### src/sv/dsf_pkg.sv
// Package for the DNA strand framer: sizes, codes, reset primers and the
// job descriptor that passes from the front end to the back end.
// Depends on nothing; the front end, job queue, back end and top level import it.
`timescale 1ns / 1ps
`default_nettype none

package dsf_pkg;

    // Strand geometry.
    localparam int PAYLOAD_LEN = 32;
    localparam int ADDRESS_LEN = 9;
    localparam int PRIMER_LEN  = 20;
    localparam int PRIMER_W    = 2 * PRIMER_LEN;
    localparam int IDX_W       = 2 * ADDRESS_LEN;
    localparam int FILL_W      = $clog2(PAYLOAD_LEN + 1);

    // The beat counter covers the longest section of a strand.
    localparam int MAX_CNT_A   = (PRIMER_LEN > ADDRESS_LEN) ? PRIMER_LEN : ADDRESS_LEN;
    localparam int MAX_CNT     = (MAX_CNT_A > PAYLOAD_LEN) ? MAX_CNT_A : PAYLOAD_LEN;
    localparam int CNT_W       = $clog2(MAX_CNT);

    // Job queue between front and back.
    localparam int FIFO_DEPTH  = 4;
    localparam int PTR_W       = $clog2(FIFO_DEPTH);

    // Configuration port.
    localparam int PADDR_W     = 4;
    localparam int PDATA_W     = 64;
    localparam logic REG_LEFT  = 1'b0;
    localparam logic REG_RIGHT = 1'b1;

    // Primers after reset: ACGTTGCATGTCAGTACGTA and TACGACTGACATGCAACGTT.
    localparam logic [PRIMER_W-1:0] LEFT_RESET  = 40'd119804865644;
    localparam logic [PRIMER_W-1:0] RIGHT_RESET = 40'd850908123247;

    // Input commands.
    localparam logic CMD_PAYLOAD = 1'b0;
    localparam logic CMD_END     = 1'b1;

    // Section codes of the result stream.
    localparam logic [2:0] SEC_LEFT    = 3'd0;
    localparam logic [2:0] SEC_ADDR    = 3'd1;
    localparam logic [2:0] SEC_PAYLOAD = 3'd2;
    localparam logic [2:0] SEC_PAD     = 3'd3;
    localparam logic [2:0] SEC_RIGHT   = 3'd4;

    localparam logic [1:0] NT_A = 2'd0;

    // One classified input item, as the back end plays it out.
    typedef struct packed {
        logic               open_strand;
        logic               has_payload;
        logic [1:0]         nt;
        logic [FILL_W-1:0]  pad_cnt;
        logic               close_strand;
        logic [IDX_W-1:0]   index;
    } job_t;

    // Back end sequencer phases.
    typedef enum logic [2:0] {
        PH_IDLE,
        PH_LEFT,
        PH_ADDR,
        PH_PAYLOAD,
        PH_PAD,
        PH_RIGHT
    } phase_t;

    // Queue status toward the back end.
    typedef struct packed {
        logic empty;
        logic full;
    } fifo_stat_t;

endpackage

`default_nettype wire

### src/sv/dsf_if.sv
// Valid/ready channel interfaces of the DNA strand framer: the input item
// channel and the result channel. Depends on nothing.
`timescale 1ns / 1ps
`default_nettype none

interface dsf_item_if;
    logic       valid;
    logic       ready;
    logic       cmd;
    logic [1:0] nucleotide;

    modport source (output valid, output cmd, output nucleotide, input ready);
    modport sink   (input valid, input cmd, input nucleotide, output ready);
endinterface

interface dsf_result_if;
    logic       valid;
    logic       ready;
    logic [1:0] base;
    logic [2:0] section;
    logic       last;

    modport source (output valid, output base, output section, output last, input ready);
    modport sink   (input valid, input base, input section, input last, output ready);
endinterface

`default_nettype wire

### src/sv/dsf_front.sv
// Front end: accepts input items, tracks strand index and fill count and
// turns each item but an end with no open strand into a job descriptor. Depends on dsf_pkg and dsf_if.
`timescale 1ns / 1ps
`default_nettype none

module dsf_front (
    input  wire logic               clk,
    input  wire logic               rst_n,
    dsf_item_if.sink                item,
    input  wire dsf_pkg::fifo_stat_t stat,
    output logic                    push,
    output dsf_pkg::job_t           job
);
    import dsf_pkg::*;

    logic [IDX_W-1:0]  index_reg, index_next;
    logic [FILL_W-1:0] fill_reg, fill_next;
    logic              accept;

    assign item.ready = !stat.full;
    assign accept     = item.valid && item.ready;

    // Classify the item against the open strand.
    always_comb
    begin
        index_next       = index_reg;
        fill_next        = fill_reg;
        job.open_strand  = (fill_reg == '0);
        job.has_payload  = (item.cmd == CMD_PAYLOAD);
        job.nt           = item.nucleotide;
        job.pad_cnt      = FILL_W'(PAYLOAD_LEN) - fill_reg;
        job.index        = index_reg;
        job.close_strand = 1'b1;
        push             = 1'b0;
        if (item.cmd == CMD_PAYLOAD)
        begin
            job.close_strand = (fill_reg == FILL_W'(PAYLOAD_LEN - 1));
            push             = accept;
            if (accept)
            begin
                if (job.close_strand)
                begin
                    fill_next  = '0;
                    index_next = index_reg + 1'b1;
                end
                else
                begin
                    fill_next = fill_reg + 1'b1;
                end
            end
        end
        else if (fill_reg != '0)
        begin
            // End of data pads the open strand and closes it.
            push = accept;
            if (accept)
            begin
                fill_next  = '0;
                index_next = index_reg + 1'b1;
            end
        end
    end

    // Strand state.
    always_ff @(posedge clk or negedge rst_n)
    begin
        if (!rst_n)
        begin
            index_reg <= '0;
            fill_reg  <= '0;
        end
        else
        begin
            index_reg <= index_next;
            fill_reg  <= fill_next;
        end
    end

endmodule

`default_nettype wire

### src/sv/dsf_job_fifo.sv
// Short job queue between the front and back ends of the strand framer.
// Depends on dsf_pkg.
`timescale 1ns / 1ps
`default_nettype none

module dsf_job_fifo (
    input  wire logic          clk,
    input  wire logic          rst_n,
    input  wire logic          push,
    input  wire dsf_pkg::job_t wr_job,
    input  wire logic          pop,
    output dsf_pkg::job_t      head,
    output dsf_pkg::fifo_stat_t stat
);
    import dsf_pkg::*;

    job_t             entry_reg [FIFO_DEPTH];
    logic [PTR_W-1:0] wr_ptr_reg, wr_ptr_next;
    logic [PTR_W-1:0] rd_ptr_reg, rd_ptr_next;
    logic [PTR_W:0]   count_reg, count_next;

    assign head       = entry_reg[rd_ptr_reg];
    assign stat.empty = (count_reg == '0);
    assign stat.full  = (count_reg == (PTR_W+1)'(FIFO_DEPTH));

    // Pointer and occupancy update.
    always_comb
    begin
        wr_ptr_next = push ? wr_ptr_reg + 1'b1 : wr_ptr_reg;
        rd_ptr_next = pop ? rd_ptr_reg + 1'b1 : rd_ptr_reg;
        count_next  = count_reg;
        if (push && !pop)
        begin
            count_next = count_reg + 1'b1;
        end
        else if (pop && !push)
        begin
            count_next = count_reg - 1'b1;
        end
    end

    always_ff @(posedge clk or negedge rst_n)
    begin
        if (!rst_n)
        begin
            wr_ptr_reg <= '0;
            rd_ptr_reg <= '0;
            count_reg  <= '0;
        end
        else
        begin
            wr_ptr_reg <= wr_ptr_next;
            rd_ptr_reg <= rd_ptr_next;
            count_reg  <= count_next;
        end
    end

    // Entry storage carries no reset.
    always_ff @(posedge clk)
    begin
        if (push)
        begin
            entry_reg[wr_ptr_reg] <= wr_job;
        end
    end

endmodule

`default_nettype wire

### src/sv/dsf_back.sv
// Back end: plays each job out as a run of nucleotides through a
// registered output stage. Depends on dsf_pkg and dsf_if.
`timescale 1ns / 1ps
`default_nettype none

module dsf_back (
    input  wire logic                          clk,
    input  wire logic                          rst_n,
    input  wire logic [dsf_pkg::PRIMER_W-1:0]  left_primer,
    input  wire logic [dsf_pkg::PRIMER_W-1:0]  right_primer,
    input  wire dsf_pkg::job_t                 head,
    input  wire dsf_pkg::fifo_stat_t           stat,
    output logic                               pop,
    dsf_result_if.source                       result
);
    import dsf_pkg::*;

    phase_t           phase_reg, phase_next, phase_after;
    logic [CNT_W-1:0] cnt_reg, cnt_next;
    job_t             job_reg, job_next;
    logic             out_valid_reg, out_valid_next;
    logic [1:0]       base_reg, base_next;
    logic [2:0]       section_reg, section_next;
    logic             last_reg, last_next;
    logic             emit;
    logic             phase_done;
    phase_t           start_phase;
    logic [CNT_W-1:0] start_cnt;

    assign result.valid   = out_valid_reg;
    assign result.base    = base_reg;
    assign result.section = section_reg;
    assign result.last    = last_reg;

    // Last beat of a phase for a given job.
    function automatic logic [CNT_W-1:0] phase_len_m1(input phase_t ph, input job_t j);
        logic [CNT_W-1:0] len;
        begin
            case (ph)
                PH_LEFT:  len = CNT_W'(PRIMER_LEN - 1);
                PH_RIGHT: len = CNT_W'(PRIMER_LEN - 1);
                PH_ADDR:  len = CNT_W'(ADDRESS_LEN - 1);
                PH_PAD:   len = CNT_W'(j.pad_cnt - 1'b1);
                default:  len = '0;
            endcase
            return len;
        end
    endfunction

    // First phase of the job at the head of the queue.
    always_comb
    begin
        if (head.open_strand && head.has_payload)
        begin
            start_phase = PH_LEFT;
        end
        else if (head.has_payload)
        begin
            start_phase = PH_PAYLOAD;
        end
        else
        begin
            start_phase = PH_PAD;
        end
        start_cnt = phase_len_m1(start_phase, head);
    end

    // Phase order within a job.
    always_comb
    begin
        case (phase_reg)
            PH_LEFT:    phase_after = PH_ADDR;
            PH_ADDR:    phase_after = PH_PAYLOAD;
            PH_PAYLOAD: phase_after = job_reg.close_strand ? PH_RIGHT : PH_IDLE;
            PH_PAD:     phase_after = PH_RIGHT;
            default:    phase_after = PH_IDLE;
        endcase
    end

    // Sequencer and output stage.
    always_comb
    begin
        phase_next     = phase_reg;
        cnt_next       = cnt_reg;
        job_next       = job_reg;
        base_next      = base_reg;
        section_next   = section_reg;
        last_next      = last_reg;
        pop            = 1'b0;
        emit           = (phase_reg != PH_IDLE) && (!out_valid_reg || result.ready);
        phase_done     = (cnt_reg == '0);
        out_valid_next = (out_valid_reg && !result.ready) || emit;

        case (phase_reg)
            PH_LEFT:
            begin
                base_next    = left_primer[2*cnt_reg +: 2];
                section_next = SEC_LEFT;
            end
            PH_ADDR:
            begin
                base_next    = job_reg.index[2*cnt_reg +: 2];
                section_next = SEC_ADDR;
            end
            PH_PAYLOAD:
            begin
                base_next    = job_reg.nt;
                section_next = SEC_PAYLOAD;
            end
            PH_PAD:
            begin
                base_next    = NT_A;
                section_next = SEC_PAD;
            end
            PH_RIGHT:
            begin
                base_next    = right_primer[2*cnt_reg +: 2];
                section_next = SEC_RIGHT;
            end
            default:
            begin
                base_next    = base_reg;
                section_next = section_reg;
            end
        endcase

        if (!emit)
        begin
            base_next    = base_reg;
            section_next = section_reg;
        end
        else
        begin
            last_next = phase_done && (phase_after == PH_IDLE);
        end

        if (phase_reg == PH_IDLE)
        begin
            // Idle: take the next job without a beat.
            if (!stat.empty)
            begin
                pop        = 1'b1;
                job_next   = head;
                phase_next = start_phase;
                cnt_next   = start_cnt;
            end
        end
        else if (emit)
        begin
            if (!phase_done)
            begin
                cnt_next = cnt_reg - 1'b1;
            end
            else if (phase_after != PH_IDLE)
            begin
                phase_next = phase_after;
                cnt_next   = phase_len_m1(phase_after, job_reg);
            end
            else if (!stat.empty)
            begin
                // Job finished: chain straight into the next one.
                pop        = 1'b1;
                job_next   = head;
                phase_next = start_phase;
                cnt_next   = start_cnt;
            end
            else
            begin
                phase_next = PH_IDLE;
            end
        end
    end

    always_ff @(posedge clk or negedge rst_n)
    begin
        if (!rst_n)
        begin
            phase_reg     <= PH_IDLE;
            cnt_reg       <= '0;
            out_valid_reg <= 1'b0;
        end
        else
        begin
            phase_reg     <= phase_next;
            cnt_reg       <= cnt_next;
            out_valid_reg <= out_valid_next;
        end
    end

    // Payload registers carry no reset.
    always_ff @(posedge clk)
    begin
        job_reg     <= job_next;
        base_reg    <= base_next;
        section_reg <= section_next;
        last_reg    <= last_next;
    end

endmodule

`default_nettype wire

### src/sv/dna_strand_framer_unit.sv
// DNA strand framer top level: APB primer registers, front end, job queue, back end.
// Path: item, front end, job queue, back end sequencer, registered output stage.
// Throughput: one input transaction per cycle into a 4-deep job queue while it is not full;
// the back end emits one nucleotide per cycle while the result sink is ready, and a strand
// of PAYLOAD_LEN items comes out as PAYLOAD_LEN + 49 nucleotides.
// Reset: asynchronous, active low; strand index and fill count clear, primers reload.
`timescale 1ns / 1ps
`default_nettype none

module dna_strand_framer_unit (
    input  wire logic                         clk,
    input  wire logic                         rst_n,
    dsf_item_if.sink                          item,
    dsf_result_if.source                      result,
    input  wire logic                         psel,
    input  wire logic                         penable,
    input  wire logic                         pwrite,
    input  wire logic [dsf_pkg::PADDR_W-1:0]  paddr,
    input  wire logic [dsf_pkg::PDATA_W-1:0]  pwdata,
    output logic      [dsf_pkg::PDATA_W-1:0]  prdata,
    output logic                              pready
);
    import dsf_pkg::*;

    logic [PRIMER_W-1:0] left_reg, left_next;
    logic [PRIMER_W-1:0] right_reg, right_next;
    logic                wr_en;
    logic                reg_sel;
    logic                push;
    logic                pop;
    job_t                wr_job;
    job_t                head;
    fifo_stat_t          stat;

    // Register decode: registers lie on 8-byte boundaries.
    assign pready  = 1'b1;
    assign reg_sel = paddr[3];
    assign wr_en   = psel && penable && pwrite && pready;

    always_comb
    begin
        left_next  = left_reg;
        right_next = right_reg;
        if (wr_en)
        begin
            case (reg_sel)
                REG_LEFT:  left_next  = pwdata[PRIMER_W-1:0];
                REG_RIGHT: right_next = pwdata[PRIMER_W-1:0];
                default:   left_next  = left_reg;
            endcase
        end
    end

    // Read data.
    always_comb
    begin
        case (reg_sel)
            REG_LEFT:  prdata = PDATA_W'(left_reg);
            REG_RIGHT: prdata = PDATA_W'(right_reg);
            default:   prdata = '0;
        endcase
    end

    always_ff @(posedge clk or negedge rst_n)
    begin
        if (!rst_n)
        begin
            left_reg  <= LEFT_RESET;
            right_reg <= RIGHT_RESET;
        end
        else
        begin
            left_reg  <= left_next;
            right_reg <= right_next;
        end
    end

    dsf_front u_front (
        .clk   (clk),
        .rst_n (rst_n),
        .item  (item),
        .stat  (stat),
        .push  (push),
        .job   (wr_job)
    );

    dsf_job_fifo u_fifo (
        .clk    (clk),
        .rst_n  (rst_n),
        .push   (push),
        .wr_job (wr_job),
        .pop    (pop),
        .head   (head),
        .stat   (stat)
    );

    dsf_back u_back (
        .clk          (clk),
        .rst_n        (rst_n),
        .left_primer  (left_reg),
        .right_primer (right_reg),
        .head         (head),
        .stat         (stat),
        .pop          (pop),
        .result       (result)
    );

endmodule

`default_nettype wire
### src/flat_wrapper.sv
// flat-port wrapper written by rule: the top's interface ports become plain ports
module dna_strand_framer_unit_flat import dsf_pkg::*;
  (clk, rst_n, psel, penable, pwrite, paddr, pwdata, prdata, pready, item_valid, item_cmd, item_nucleotide, item_ready, result_valid, result_base, result_section, result_last, result_ready);
  dsf_item_if item_i ();
  dsf_result_if result_i ();
  input  wire logic clk;
  input  wire logic rst_n;
  input  wire logic psel;
  input  wire logic penable;
  input  wire logic pwrite;
  input  wire logic [dsf_pkg::PADDR_W-1:0] paddr;
  input  wire logic [dsf_pkg::PDATA_W-1:0] pwdata;
  output logic      [dsf_pkg::PDATA_W-1:0] prdata;
  output logic pready;
  input wire logic [$bits(item_i.valid)-1:0] item_valid;
  input wire logic [$bits(item_i.cmd)-1:0] item_cmd;
  input wire logic [$bits(item_i.nucleotide)-1:0] item_nucleotide;
  output wire logic [$bits(item_i.ready)-1:0] item_ready;
  output wire logic [$bits(result_i.valid)-1:0] result_valid;
  output wire logic [$bits(result_i.base)-1:0] result_base;
  output wire logic [$bits(result_i.section)-1:0] result_section;
  output wire logic [$bits(result_i.last)-1:0] result_last;
  input wire logic [$bits(result_i.ready)-1:0] result_ready;
  assign item_i.valid = item_valid;
  assign item_i.cmd = item_cmd;
  assign item_i.nucleotide = item_nucleotide;
  assign item_ready = item_i.ready;
  assign result_valid = result_i.valid;
  assign result_base = result_i.base;
  assign result_section = result_i.section;
  assign result_last = result_i.last;
  assign result_i.ready = result_ready;
  dna_strand_framer_unit u_core (.clk(clk), .rst_n(rst_n), .item(item_i), .result(result_i), .psel(psel), .penable(penable), .pwrite(pwrite), .paddr(paddr), .pwdata(pwdata), .prdata(prdata), .pready(pready));
endmodule
### config.mk
export PLATFORM = sky130hd
export DESIGN_NAME = dna_strand_framer_unit_flat
export DESIGN_NICKNAME = d
export VERILOG_FILES = /design/src/sv/dsf_pkg.sv /design/src/sv/dsf_if.sv /design/src/sv/dsf_front.sv /design/src/sv/dsf_job_fifo.sv /design/src/sv/dsf_back.sv /design/src/sv/dna_strand_framer_unit.sv /design/src/flat_wrapper.sv
export SDC_FILE = /design/constraint.sdc
export NUM_CORES = 1
export LEC_CHECK = 0
export ABC_AREA = 1
export ABC_CLOCK_PERIOD_IN_PS = 6500
export BUFFER_PORTS_ARGS = -buffer_cell sky130_fd_sc_hd__clkbuf_2
export CAP_MARGIN = 0
export CELL_PAD_IN_SITES_DETAIL_PLACEMENT = 0
export CELL_PAD_IN_SITES_GLOBAL_PLACEMENT = 1
export CORE_AREA = 4 4 165 167
export DETAILED_ROUTE_END_ITERATION = 8
export DIE_AREA = 0 0 169 171
export GPL_TIMING_DRIVEN = 0
export PLACE_DENSITY = 0.93
export SYNTH_ARGS = -nofsm -noshare
export SYNTH_HDL_FRONTEND = slang
export SYNTH_SLANG_ARGS = --single-unit
### constraint.sdc
create_clock -name clk -period 6.5 [get_ports clk]
set_input_delay 1.95 -clock clk [delete_from_list [all_inputs] [get_ports clk]]
set_output_delay 1.95 -clock clk [all_outputs]
set_load 0.03 [all_outputs]
* Word level (Yosys, flattened, before mapping) *
Memory sizes are Yosys's and may differ from the RTL's.
Index checks and enable logic that the tools add are counted.

storage, ports and cells
  bits in registers = 155
  bits in writable memories = 116
  memories = 1

memories
  memory                   words  bits a word  rd ports  clocked after Yosys merged registers in  wr ports  RTL line            source
  u_core.u_fifo.entry_reg  4      29           1         0                                        1         dsf_job_fifo.sv:17  job_t entry_reg [FIFO_DEPTH];

cells by class
  add/sub/neg operators = 10
  equality and inequality tests = 19
  shift operators = 3
  multiplexer cells = 47
  bitwise operators = 2
  reduce and logical (&&, ||, !) cells = 39

operator list
  cell                   count
  $mux 29                5
  $pmux 64 s2            1
  $mux 18                5
  $shiftx 40x7->2        2
  $mux 3                 11
  $mux 6                 5
  $pmux 5 s3             2
  $mux 5                 5
  $eq 3x3->1 const B     7
  $add 18x1->18 const B  1
  $shiftx 18x7->2        1
  $pmux 3 s5             1
  $sub 5x1->5 const B    3
  $eq 3x2->1 const B     4
  $pmux 3 s4             1
  $mux 1                 10
  $pmux 2 s5             1
  $reduce_bool 2->1      5
  $eq 3x1->1 const B     3
  $logic_and 1x1->1      9
  $logic_not 3->1        3
  $reduce_and 3->1       3
  $add 6x1->6 const B    1
  $eq 6x5->1 const B     1
  17 further kinds       30

* Longest topological paths before layout *
An unclocked memory read counts as a cell.

  word-level depth = 11
  gate-level depth with buffers = 17
  mapped depth without buffers = 16

* Modules after synthesis *
Synthesis repeated with hierarchy kept, for this count alone.

second synthesis, totals
  cell total of the unflattened synthesis = 1488
  area total of the unflattened synthesis = 13291.5 µm²

modules (own cells, without submodules)
  module                  times used  cells each  area each (µm²)
  dsf_job_fifo            1           386         5099.9
  dna_strand_framer_unit  1           506         3982.6
  dsf_back                1           386         2671.3
  dsf_front               1           210         1537.7

* Worst setup path after synthesis *
OpenSTA, ideal clock, no wires.

  kind = input to output
  from = input port paddr[3] (netlist bit)
  to = output port prdata[19] (netlist bit)
  arrival = 3.128 ns
  data required time = 4.550 ns
  path slack = 1.422 ns
  stages = 4
  path buffers = 2
  path through = clkbuf_1 -> inv_1 -> clkbuf_1 -> o21ai_0

between the ends
  cells in the longest elaborated chain, start to end = 2

ends and longest elaborated chain
  what             RTL line                      source
  start, declared  flat_wrapper.sv:11            input wire logic [dsf_pkg::PADDR_W-1:0] paddr;
  $not 1->1        dna_strand_framer_unit.sv:57  case (reg_sel)
  $pmux 64 s2 (*)  dna_strand_framer_unit.sv:57
  end, declared    flat_wrapper.sv:13            output logic [dsf_pkg::PDATA_W-1:0] prdata;

Mark *: on every way between the ends. The rest lies on a longest branch, timed or not. The select of a mux whose other input is x is not followed.

* Worst setup path after layout *
  from = input port paddr[3] (netlist bit)
  to = output port prdata[14] (netlist bit)

The elaborated chain is that of the path after synthesis.

==> impl_metrics.ini <==
[clock_tree]
clockBufferDepth = 3
cts_setup_buffers = 0
numClockSinks = 259
clk_latency_ns = 0.55
cts_tree = done
postCtsHoldBufs = 0
htreeDepth = 1
cts_inserted_buffers = 27
path_clk_slew_ns = 0.05
clock-root-buffer = clkbuf_16
cts_resized = 0

[cells_and_area]
syn_to_final_growth_pct = 16.04
final_common_cell = nand2_1
num_antenna_cells = 0
largest_register_ff_count = 112
fin_nets = 1547
drive_gt1_share_pct = 17.51
stdcell_count = 1814
nFillCells = 2267
final_cell_mix = 350 x nand2_1, 160 x o21ai_0, 139 x edfxtp_1, 118 x inv_1, 96 x clkbuf_2

[power]
peakVddDrop_mv = 0.2285
total_leakage_power_nw = 6.218
p_total_mw = 6.460
powerDensity_nw_per_um2 = 454.8

[placement]
port_buffers = 97
dpl.hpwl_mm = 21.54
post-place-ws_ns = 0.7035
gp_congestion = 0.9008
placed_cells = 1764

[yosys]
syn_area_per_cell_sq_um = 9.358
synth-async-reset-ratio_pct = 46.33
yosys_most_used_dff = edfxtp_1
synth_area_leaders = edfxtp_1 34%, dfrtp_1 16%, nand2_1 11%
synth_largest_area_cell = edfxtp_1
ys_types = 44
syn_inst = 1308
ys_warn_count = 0
yosys.area.top_type_share_pct = 34.10
yosys_register_bits = 259
syn-cell-area_sq_um = 12240
synth_edf_count = 139
yosysSeqAreaShare_pct = 59.04

[sta]
fin_crit_sh_pct = 90.02
setup_viol = 0
worstMarginPinSlew_ns = 0.9301
slew_viol_final = 0
fmax_mhz = 170.9
fin_ws_ns = 0.6488
finalCriticalPeriod_ns = 5.851
final.setup.tns_ns = 0
skew_ns = 0.01192
whs_ns = 0.4840
hold_viol = 0
rsz0062_at_grt = false
slew-limit-headroom_pct = 37.84

[drt]
wl_per_cell_microns = 17.11
via_per_inst = 5.258
routed-via-count = 9538
antenna_left = 0
dr.pass1.iters = 5
drt_wl_total_mm = 31.04
drtIter0Drc = 1039
route.detailed.drc = 0

[grt]
overflow = 0
grt_max_degree = 65
track_usage_pct = 21.11
grt_pass1_wl_mm = 48.56
antenna_found_initial = 0
first_global_vias = 9157

[setup_path]
cp_common_cell = clkbuf_1
required_ns = 4.55
crit_chain = clkbuf_1 > inv_1 > clkbuf_1 > clkbuf_1 > nand2_1 > nand2_1 > clkbuf_2
cp_slowest_stage_delay_ns = 0.60
timing.rr.start = u_core.u_back.cnt_reg[0]
critPathLaunch = paddr[3]
cp-start-kind = input port
end_kind = output pin
crit_type = in -> out
critPathSlowestCell = clkbuf_1
rr_endpoint = u_core.u_fifo.count_reg[1]
cp-endpoint = prdata[14]
ff2ff_setup_slack_ns = 2.86
r2r_cells = 13
arrival_ns = 3.90
cp_max_fo = 10

[die]
fp.coreArea_sq_um = 25760
die_x_microns = 169
fp.dieH_microns = 171
io_pins = 151
dieArea_sq_um = 28900
start_util_pct = 47.51
fp-row-count = 59

[hold_path]
hold_path.class = reg -> reg

[status]
status = finished, final reports clean

[job]
cap_violations = 0
==> critical path: cells and delay by family <==
| kind | cells | cell delay, ns |
|---|---|---|
| buffers and inverters | 5 | 1.66 |
| and+or+nand+nor | 2 | 0.28 |
==> kinds of logic after synthesis <==
logic type / share of synthesized area (%)
and+or+nand+nor: 19.86
xor gates and xnor gates: 2.003
muxes: 0.09199
adders and majority gates: 1.186
DFF: 59.04
AOI/OAI and AO/OA: 10.06
buffers and inverters: 7.697
other: 0.06135
==> cell type report <==
type                            instances  area, sq um  share of cell area (%)
Timing Repair Buffer                   98        521.8                   3.673
Inverter                              131        496.7                   3.497
Clock buffer                           41        768.2                   5.409
Buffer                                 83        445.4                   3.136
Sequential cell                       259         7227                   50.88
Multi-Input combinational cell        858         4188                   29.48
Clock inverter                          9        137.6                  0.9690
Tap cell                              335        419.2                   2.951
==> worst min-delay path by stage <==
stage                     depth (start not counted)                 start              endpoint
after detailed placement                          2  u_core.right_reg[23]  u_core.right_reg[23]
after global routing                              2   u_core.left_reg[34]   u_core.left_reg[34]
final                                             2  u_core.right_reg[23]  u_core.right_reg[23]
after CTS                                         2  u_core.right_reg[23]  u_core.right_reg[23]
after global placement                            2  u_core.right_reg[23]  u_core.right_reg[23]
after floorplan                                   2   u_core.left_reg[34]   u_core.left_reg[34]
==> synthesized netlist by cell type (2+ instances only) <==
cell / count
nand4_1: 17
inv_1: 118
nor2_2: 4
nand2_2: 4
nand3_1: 68
dfrtp_1: 80
buf_1: 2
dfstp_2: 40
nand3_4: 2
inv_4: 2
nor2_1: 90
o21ai_1: 3
edfxtp_1: 139
ha_1: 10
xnor2_1: 10
nor3_1: 9
conb_1: 2
nor3_2: 4
buf_4: 29
o21ai_0: 160
buf_6: 2
xor2_1: 18
nand2_1: 350
a21oi_1: 21
clkbuf_1: 42
a32oi_1: 2
inv_2: 10
nor4_1: 5
o22ai_1: 26
o211ai_1: 5
nand2_4: 4
a22oi_1: 5
buf_2: 8
nor2_4: 5
a31oi_1: 3
==> power by group <==
part | switching [mW] | total (mW) | internal (mW)
Sequential | 0.262 | 2.57 | 2.31
Clock | 0.632 | 1.57 | 0.938
Combinational | 1.63 | 2.32 | 0.691
==> routing by layer <==
| layer | vias up | wire length, microns | track usage, % |
|---|---|---|---|
| li1 | 4599 | - | - |
| met1 | 4466 | 12900 | 28.25 |
| met5 | - | 0 | 0 |
| met3 | 84 | 2473 | 2.911 |
| met2 | 389 | 14510 | 35.37 |
| met4 | 0 | 1163 | 7.980 |
==> metrics by stage <==
| stage | cell area (sq um) | utilization (%) |
|---|---|---|
| 3_5_place_dp | 13300 | 51.61 |
| 4_1_cts | 14200 | 55.13 |
| 2_1_floorplan | 12330 | - |
| 5_1_grt | 14200 | 55.13 |
| 3_3_place_gp | 13230 | 51.36 |
| 6_report | 14200 | 55.13 |
Note: power is estimated with default switching activity, not from simulation.
